`config.mk`:
```
export PLATFORM = sky130hd
export DESIGN_NAME = priority_ordered_task_table_top
export DESIGN_NICKNAME = d
export VERILOG_FILES = /design/src/rtl/core/pott_pkg.sv /design/src/rtl/core/priority_ordered_task_table_top.sv /design/src/rtl/core/pott_ram.sv
export SDC_FILE = /design/constraint.sdc
export NUM_CORES = 1
export LEC_CHECK = 0
export BUFFER_PORTS_ARGS = -buffer_cell sky130_fd_sc_hd__buf_2
export CAP_MARGIN = 10
export CORE_MARGIN = 2
export CORE_UTILIZATION = 45
export DETAILED_ROUTE_END_ITERATION = 16
export MAX_ROUTING_LAYER = met4
export PLACE_DENSITY = 0.63
export SLEW_MARGIN = 20
export SYNTH_ARGS = -nofsm -noshare
export SYNTH_HDL_FRONTEND = slang
export SYNTH_SLANG_ARGS = --single-unit
```
`constraint.sdc`:
```
create_clock -name i_clk -period 4.2 [get_ports i_clk]
set_clock_uncertainty 0.1 [all_clocks]
set_input_delay 0.21 -clock i_clk [delete_from_list [all_inputs] [get_ports i_clk]]
set_output_delay 0.21 -clock i_clk [all_outputs]
set_load 0.05 [all_outputs]
```
`src/rtl/core/pott_pkg.sv`:
```
package pott_pkg;

    // Command codes carried in the mode field.
    localparam logic [2:0] MODE_CLEAR   = 3'd0;
    localparam logic [2:0] MODE_CREATE  = 3'd1;
    localparam logic [2:0] MODE_DESTROY = 3'd2;
    localparam logic [2:0] MODE_RUN     = 3'd3;
    localparam logic [2:0] MODE_FIND    = 3'd4;

    // Run order never emits more beats than this.
    localparam int RUN_MAX = 16;

    // One command beat.
    typedef struct packed {
        logic [2:0]  mode;
        logic [3:0]  slot;
        logic [15:0] handler;
        logic [7:0]  priority_req;
    } t_cmd;

    // One result beat.
    typedef struct packed {
        logic [3:0]  result_slot;
        logic [15:0] result_handler;
        logic        ok;
        logic        last;
    } t_res;

endpackage

```
`src/rtl/core/priority_ordered_task_table_top.sv`:
```
// Clear, unused modes and run order on an empty table answer straight from idle; destroy
// unlinks the slot in S_DEL; find compares one slot a cycle, lowest first; run order emits
// one beat per linked slot, up to RUN_LIMIT. Create scans one slot a cycle for a free slot,
// walks the list one slot a cycle, writes in S_LINK_A, then S_LINK_B, then registers its beat.
// Throughput: one command at a time; a new command is taken in the cycle of the final beat.
// Reset (synchronous, active low) empties the table; the receiver cannot stall.
module priority_ordered_task_table_top #(
    parameter int SLOT_COUNT = 16
) (
    input  logic          i_clk,
    input  logic          i_rst_n,
    input  logic          start,
    output logic          busy,
    input  pott_pkg::t_cmd i_cmd,
    output logic          o_res_strobe,
    output pott_pkg::t_res o_res
);

    import pott_pkg::*;

    localparam int IW        = $clog2(SLOT_COUNT);
    localparam int RUN_LIMIT = (SLOT_COUNT < RUN_MAX) ? SLOT_COUNT : RUN_MAX;

    // Sequencer states.
    localparam logic [2:0] S_IDLE   = 3'd0;
    localparam logic [2:0] S_FREE   = 3'd1;
    localparam logic [2:0] S_WALK   = 3'd2;
    localparam logic [2:0] S_LINK_A = 3'd3;
    localparam logic [2:0] S_LINK_B = 3'd4;
    localparam logic [2:0] S_DEL    = 3'd5;
    localparam logic [2:0] S_RUN    = 3'd6;
    localparam logic [2:0] S_FIND   = 3'd7;

    // A link is a slot index with a valid flag; invalid marks head, tail or empty.
    typedef struct packed {
        logic          vld;
        logic [IW-1:0] idx;
    } t_link;

    localparam t_link LINK_NONE = '{vld: 1'b0, idx: '0};

    logic [2:0]            r_state, n_state;
    logic [SLOT_COUNT-1:0] r_active, n_active;
    t_link                 r_head, n_head;
    t_cmd                  r_cmd;
    logic [IW-1:0]         r_cur, n_cur;
    logic [IW-1:0]         r_new, n_new;
    t_link                 r_lp, n_lp;
    t_link                 r_ln, n_ln;
    logic [3:0]            r_cnt, n_cnt;
    t_res                  r_res, n_res;
    logic                  r_res_vld, n_res_vld;

    // Memory ports.
    logic          tag_we, prio_we, prev_we, next_we;
    logic [IW-1:0] tag_waddr, prio_waddr, prev_waddr, next_waddr;
    t_link         prev_wdata, next_wdata;
    logic [15:0]   tag_rd;
    logic [7:0]    prio_rd;
    t_link         prev_rd, next_rd;

    logic          accept;
    logic          slot_ok;
    logic [IW-1:0] slot_idx;

    assign accept   = start && !busy;
    assign slot_idx = IW'(r_cmd.slot);
    assign slot_ok  = (32'(r_cmd.slot) < SLOT_COUNT) && r_active[slot_idx];

    // Field stores; all of them are read at the same index, the next value of r_cur.
    pott_ram #(.WIDTH(16), .DEPTH(SLOT_COUNT)) u_tag_ram (
        .i_clk   (i_clk),
        .i_we    (tag_we),
        .i_waddr (tag_waddr),
        .i_wdata (r_cmd.handler),
        .i_raddr (n_cur),
        .o_rdata (tag_rd)
    );

    pott_ram #(.WIDTH(8), .DEPTH(SLOT_COUNT)) u_prio_ram (
        .i_clk   (i_clk),
        .i_we    (prio_we),
        .i_waddr (prio_waddr),
        .i_wdata (r_cmd.priority_req),
        .i_raddr (n_cur),
        .o_rdata (prio_rd)
    );

    pott_ram #(.WIDTH(IW + 1), .DEPTH(SLOT_COUNT)) u_prev_ram (
        .i_clk   (i_clk),
        .i_we    (prev_we),
        .i_waddr (prev_waddr),
        .i_wdata (prev_wdata),
        .i_raddr (n_cur),
        .o_rdata (prev_rd)
    );

    pott_ram #(.WIDTH(IW + 1), .DEPTH(SLOT_COUNT)) u_next_ram (
        .i_clk   (i_clk),
        .i_we    (next_we),
        .i_waddr (next_waddr),
        .i_wdata (next_wdata),
        .i_raddr (n_cur),
        .o_rdata (next_rd)
    );

    // Sequencer: one slot is visited per cycle.
    always_comb begin
        n_state    = r_state;
        n_active   = r_active;
        n_head     = r_head;
        n_cur      = r_cur;
        n_new      = r_new;
        n_lp       = r_lp;
        n_ln       = r_ln;
        n_cnt      = r_cnt;
        n_res      = r_res;
        n_res_vld  = 1'b0;
        tag_we     = 1'b0;
        prio_we    = 1'b0;
        prev_we    = 1'b0;
        next_we    = 1'b0;
        tag_waddr  = r_new;
        prio_waddr = r_new;
        prev_waddr = r_new;
        next_waddr = r_new;
        prev_wdata = r_lp;
        next_wdata = r_ln;

        case (r_state)
            S_IDLE: begin
                if (accept) begin
                    case (i_cmd.mode)
                        MODE_CLEAR: begin
                            n_active  = '0;
                            n_head    = LINK_NONE;
                            n_res     = '{result_slot: 4'd0, result_handler: 16'd0,
                                          ok: 1'b1, last: 1'b1};
                            n_res_vld = 1'b1;
                        end
                        MODE_CREATE: begin
                            n_cur   = '0;
                            n_state = S_FREE;
                        end
                        MODE_DESTROY: begin
                            n_cur   = IW'(i_cmd.slot);
                            n_state = S_DEL;
                        end
                        MODE_RUN: begin
                            if (r_head.vld) begin
                                n_cur   = r_head.idx;
                                n_cnt   = 4'd0;
                                n_state = S_RUN;
                            end else begin
                                n_res     = '{result_slot: 4'd0, result_handler: 16'd0,
                                              ok: 1'b0, last: 1'b1};
                                n_res_vld = 1'b1;
                            end
                        end
                        MODE_FIND: begin
                            n_cur   = '0;
                            n_state = S_FIND;
                        end
                        default: begin
                            n_res     = '{result_slot: 4'd0, result_handler: 16'd0,
                                          ok: 1'b0, last: 1'b1};
                            n_res_vld = 1'b1;
                        end
                    endcase
                end
            end

            // Scan for the lowest free slot.
            S_FREE: begin
                if (!r_active[r_cur]) begin
                    n_new = r_cur;
                    if (r_head.vld) begin
                        n_cur   = r_head.idx;
                        n_state = S_WALK;
                    end else begin
                        n_lp    = LINK_NONE;
                        n_ln    = LINK_NONE;
                        n_state = S_LINK_A;
                    end
                end else if (r_cur == IW'(SLOT_COUNT - 1)) begin
                    n_res     = '{result_slot: 4'd0, result_handler: 16'd0,
                                  ok: 1'b0, last: 1'b1};
                    n_res_vld = 1'b1;
                    n_state   = S_IDLE;
                end else begin
                    n_cur = r_cur + IW'(1);
                end
            end

            // Walk the list until a strictly greater priority or the tail.
            S_WALK: begin
                if (r_cmd.priority_req < prio_rd) begin
                    n_lp    = prev_rd;
                    n_ln    = '{vld: 1'b1, idx: r_cur};
                    n_state = S_LINK_A;
                end else if (!next_rd.vld) begin
                    n_lp    = '{vld: 1'b1, idx: r_cur};
                    n_ln    = LINK_NONE;
                    n_state = S_LINK_A;
                end else begin
                    n_cur = next_rd.idx;
                end
            end

            // Store the new slot's fields and its own links.
            S_LINK_A: begin
                tag_we  = 1'b1;
                prio_we = 1'b1;
                prev_we = 1'b1;
                next_we = 1'b1;
                n_state = S_LINK_B;
            end

            // Point the neighbors at the new slot.
            S_LINK_B: begin
                prev_waddr = r_ln.idx;
                prev_wdata = '{vld: 1'b1, idx: r_new};
                prev_we    = r_ln.vld;
                next_waddr = r_lp.idx;
                next_wdata = '{vld: 1'b1, idx: r_new};
                next_we    = r_lp.vld;
                if (!r_lp.vld) begin
                    n_head = '{vld: 1'b1, idx: r_new};
                end
                n_active[r_new] = 1'b1;
                n_res     = '{result_slot: 4'(r_new), result_handler: r_cmd.handler,
                              ok: 1'b1, last: 1'b1};
                n_res_vld = 1'b1;
                n_state   = S_IDLE;
            end

            // Unlink the slot; its links are on the read ports now.
            S_DEL: begin
                if (slot_ok) begin
                    next_waddr = prev_rd.idx;
                    next_wdata = next_rd;
                    next_we    = prev_rd.vld;
                    prev_waddr = next_rd.idx;
                    prev_wdata = prev_rd;
                    prev_we    = next_rd.vld;
                    if (!prev_rd.vld) begin
                        n_head = next_rd;
                    end
                    n_active[slot_idx] = 1'b0;
                    n_res = '{result_slot: r_cmd.slot, result_handler: tag_rd,
                              ok: 1'b1, last: 1'b1};
                end else begin
                    n_res = '{result_slot: r_cmd.slot, result_handler: 16'd0,
                              ok: 1'b0, last: 1'b1};
                end
                n_res_vld = 1'b1;
                n_state   = S_IDLE;
            end

            // Emit one beat per linked slot from head to tail, at most RUN_LIMIT beats.
            S_RUN: begin
                n_res_vld = 1'b1;
                if (!next_rd.vld || r_cnt == 4'(RUN_LIMIT - 1)) begin
                    n_res   = '{result_slot: 4'(r_cur), result_handler: tag_rd,
                                ok: 1'b1, last: 1'b1};
                    n_state = S_IDLE;
                end else begin
                    n_res = '{result_slot: 4'(r_cur), result_handler: tag_rd,
                              ok: 1'b1, last: 1'b0};
                    n_cur = next_rd.idx;
                    n_cnt = r_cnt + 4'd1;
                end
            end

            // Compare one stored tag per cycle, lowest slot first.
            S_FIND: begin
                if (r_active[r_cur] && tag_rd == r_cmd.handler) begin
                    n_res     = '{result_slot: 4'(r_cur), result_handler: r_cmd.handler,
                                  ok: 1'b1, last: 1'b1};
                    n_res_vld = 1'b1;
                    n_state   = S_IDLE;
                end else if (r_cur == IW'(SLOT_COUNT - 1)) begin
                    n_res     = '{result_slot: 4'd0, result_handler: 16'd0,
                                  ok: 1'b0, last: 1'b1};
                    n_res_vld = 1'b1;
                    n_state   = S_IDLE;
                end else begin
                    n_cur = r_cur + IW'(1);
                end
            end

            default: begin
                n_state = S_IDLE;
            end
        endcase
    end

    // Control registers.
    always_ff @(posedge i_clk) begin
        if (!i_rst_n) begin
            r_state   <= S_IDLE;
            r_active  <= '0;
            r_head    <= LINK_NONE;
            r_res_vld <= 1'b0;
        end else begin
            r_state   <= n_state;
            r_active  <= n_active;
            r_head    <= n_head;
            r_res_vld <= n_res_vld;
        end
    end

    // Payload and walk registers.
    always_ff @(posedge i_clk) begin
        if (accept) begin
            r_cmd <= i_cmd;
        end
        r_cur <= n_cur;
        r_new <= n_new;
        r_lp  <= n_lp;
        r_ln  <= n_ln;
        r_cnt <= n_cnt;
        r_res <= n_res;
    end

    assign busy         = (r_state != S_IDLE);
    assign o_res_strobe = r_res_vld;
    assign o_res        = r_res;

    // A beat that is not the last is always followed by another beat.
    a_run_continues: assert property (@(posedge i_clk) disable iff (!i_rst_n)
        o_res_strobe && !o_res.last |=> o_res_strobe)
        else $error("run order stopped before its last beat");

    // The final beat of a command leaves the block free for the next one.
    a_last_frees: assert property (@(posedge i_clk) disable iff (!i_rst_n)
        o_res_strobe && o_res.last |-> !busy)
        else $error("block still busy at the final beat");

    // An accepted command is either being worked on or already answered.
    a_accept_progress: assert property (@(posedge i_clk) disable iff (!i_rst_n)
        start && !busy |=> busy || o_res_strobe)
        else $error("accepted command produced no activity");

    // The head of the list always names an active slot.
    a_head_active: assert property (@(posedge i_clk) disable iff (!i_rst_n)
        r_head.vld |-> r_active[r_head.idx])
        else $error("list head points at an inactive slot");

endmodule

```
`src/rtl/core/pott_ram.sv`:
```
module pott_ram #(
    parameter int WIDTH = 8,
    parameter int DEPTH = 16
) (
    input  logic                     i_clk,
    input  logic                     i_we,
    input  logic [$clog2(DEPTH)-1:0] i_waddr,
    input  logic [WIDTH-1:0]         i_wdata,
    input  logic [$clog2(DEPTH)-1:0] i_raddr,
    output logic [WIDTH-1:0]         o_rdata
);

    logic [WIDTH-1:0] r_mem [DEPTH];
    logic [WIDTH-1:0] r_rdata;

    // One write port and one registered read port.
    always_ff @(posedge i_clk) begin
        if (i_we) begin
            r_mem[i_waddr] <= i_wdata;
        end
        r_rdata <= r_mem[i_raddr];
    end

    assign o_rdata = r_rdata;

endmodule

```
==> reports/qor.yml <==
status: "finished clean"
wl_um: 74440
postCtsSetupRepairBufs: 0
synth_seq_cells: 675
fin_tns_setup_ns: 0
ir_drop_uv: 474.3
rsz0062_at_grt: "no"
clock_sinks: 675
hold_viol: 0
wl_per_cell_um: 22.98
period_needed_ns: 3.904
clk_latency_ns: 0.62
setup_viol_count_final: 0
cp-end-kind: "register"
die_h_um: 253.1
worst_ep_arrival_time_ns: 4.28
grt_max_degree: 109
dp.cells: 3074
holdCritPathClass: "input pin to register"
start_kind: "register"
place_congestion: 0.8692
cts_buffers: 73
dr.pass1.iters: 5
htree_num_levels: 3
io_buffers: 57
viasPerCell: 5.814
hpwlAfterDp_um: 44670
fp.dieW_um: 253.1
synthCells: 2221
drive_above_1_share: 0.1700
synth_area_mm2: 0.02792
grt_pass1_wl_um: 111500
postRouteAntennaNets: 0
coreArea_mm2: 0.06148
ys_types: 64
final_cell_mix: "612 x edfxtp_1, 470 x nand2_1, 232 x a21oi_1"
cts_max_path_buffers: 3
synth_edf_count: 612
p_per_area_mw_per_mm2: 802.7
placementRows: 91
synth_top_flop_cell: "edfxtp_1"
p_leak_nw: 11.30
path_max_fanout: 16
dieArea_mm2: 0.06406
tightest_slew_ns: 0.9319
antenna_found_initial: 1
start_util: 0.4541
vias: 18830
ys_seq_area_frac: 0.7034
syn_area_per_cell_um2: 12.57
final_common_cell: "edfxtp_1"
slew_headroom: 0.3787
nets: 2432
drv_slew: 0
grtUsageTotal: 0.2388
nFillCells: 5163
drtIter0Drc: 2159
async_reset_ff_frac: 0
period_share: 0.9295
fmax_mhz: 256.1
grt_pass1_vias: 18510
cp.required_ns: 4.57
overflow: 0
areaGrowthSynthToFinish_pct: 17.19
clkSlewWorstSetupHoldPaths_ns: 0.06
cts_tree: "done"
critPathKind: "register to register"
ys_warn_count: 0
cap_violations: 0
route.detailed.drc: 0
final-instance-count-excl-fill: 3239
syn-num-nets: 2264
pin_count: 58
cts-root-buf: "clkbuf_16"
-- metrics by stage --
stage | total power [mW] | util | hold slack (ns) | instance area (um2) | setup slack [ns]
after floorplan | 15.61 | - | 0.2089 | 27920 | 0.6068
after global placement | 20.03 | 0.4899 | 0.2882 | 30120 | 0.3024
after detailed placement | 20.17 | 0.4899 | 0.2887 | 30120 | 0.3293
after CTS | 26.31 | 0.5319 | 0.0007336 | 32700 | 0.2743
after global routing | 27.55 | 0.5322 | 0.05576 | 32720 | 0.02718
final | 26.27 | 0.5322 | 0.03351 | 32720 | 0.2960
-- flip-flops by register name, summed over array words and instances (netlist names), 5 cells and up --
register            count
u_tag_ram.o_rdata      16
u_tag_ram.r_mem       256
u_prio_ram.r_mem      128
u_prev_ram.r_mem       80
u_prev_ram.o_rdata      5
r_lp                    5
u_next_ram.r_mem       80
u_prio_ram.o_rdata      8
u_next_ram.o_rdata      5
r_ln                    5
r_active               16
o_res                  22
r_cmd                  24
r_head                  5
-- final cells by class --
class	count	area, um2	share of cell area
Tap cell	790	988.4	0.03021
Multi-Input combinational cell	1370	7716	0.2358
Sequential cell	675	19640	0.6002
Clock buffer	102	2027	0.06194
Antenna cell	2	5.005	0.0001529
Inverter	38	151.4	0.004627
Timing Repair Buffer	231	1942	0.05934
Clock inverter	31	254.0	0.007762
-- worst max-delay path, cell delays in order, from the launching register on --
cell and delay [ns]:
dfxtp_1 0.37, buf_4 0.18, mux4_2 0.55, a211oi_4 0.38, or2_1 0.29, mux2i_1 0.34
a41oi_2 0.21, nor2_4 0.21, buf_12 0.19, buf_12 0.17, mux2_2 0.34, a22oi_1 0.27
nand4_1 0.13
-- path summary, 6_finish.rpt --
| path | startpoint | endpoint | slack (ns) | cells after the start |
|---|---|---|---|---|
| worst min register to register | r_head[0]$_SDFFE_PN0P_ | r_head[0]$_SDFFE_PN0P_ | 0.36 | 2 |
| worst max register to register | r_cur[0]$_DFF_P_ | u_prio_ram.o_rdata[0]$_DFF_P_ | 0.30 | 12 |
| worst min-delay path | start | r_state[1]$_SDFFE_PN0P_ | 0.03 | 4 |
| worst max-delay path | r_cur[0]$_DFF_P_ | u_prio_ram.o_rdata[0]$_DFF_P_ | 0.30 | 12 |
-- where the power goes --
group	total, mW	switching (mW)	internal (mW)
Sequential	8.99	0.512	8.48
Clock	6.10	2.58	3.52
Combinational	11.2	7.09	4.08
Total	26.3	10.2	16.1
-- kinds of logic after synthesis --
| family | share of synthesized area |
|---|---|
| AOI/OAI and AO/OA | 0.1123 |
| and+or+nand+nor | 0.1084 |
| DFF | 0.7034 |
| xor gates and xnor gates | 0.005646 |
| buffers and inverters | 0.02617 |
| muxes | 0.04011 |
| adders and majority gates | 0.004033 |
-- synthesized netlist by cell type (3+ instances only) --
master    instances  share of area
a21oi_1         233          0.042
ha_1              9         0.0040
nor3_1           17         0.0030
and3_1            8         0.0018
o22ai_1          20         0.0045
o221a_2           4         0.0016
dfxtp_1          63          0.045
nor3b_1           4         0.0011
nand4_1          38         0.0085
a22oi_1          52          0.014
a31oi_1           9         0.0020
o211ai_1          5         0.0013
o31ai_1           4         0.0011
buf_1             7        0.00094
mux4_2            7         0.0056
nor4_1            5         0.0011
a222oi_1         17         0.0061
or3_1             5         0.0011
nor2_1          108          0.015
o221ai_1          9         0.0028
mux2_2           69          0.028
buf_2            50         0.0090
nand2_1         470          0.063
nand3b_1          6         0.0016
clkbuf_1         80          0.011
a221o_1           3         0.0011
mux2i_1          17         0.0061
nand2b_1         10         0.0022
edfxtp_1        612           0.66
a21boi_0          6         0.0016
a211o_1           4         0.0013
nor2b_1          23         0.0052
nand3_1          13         0.0023
inv_1            36         0.0048
o21ai_0         141          0.025
and2_1            5         0.0011
xor2_1           17         0.0053
-- layer usage --
metal / track usage / part of all wire
met1: 0.3091 / 0.42
met2: 0.3870 / 0.49
met3: 0.03834 / 0.068
met4: 0.07777 / 0.031
met5: - / 0
-- timing repair --
action                                 4_1_cts  5_1_grt
hold buffers                                30        0
setup endpoints to repair                    0        5
gates resized for setup                      0        2
endpoints found under the hold margin       53        0
(Power assumes the default switching activity.)
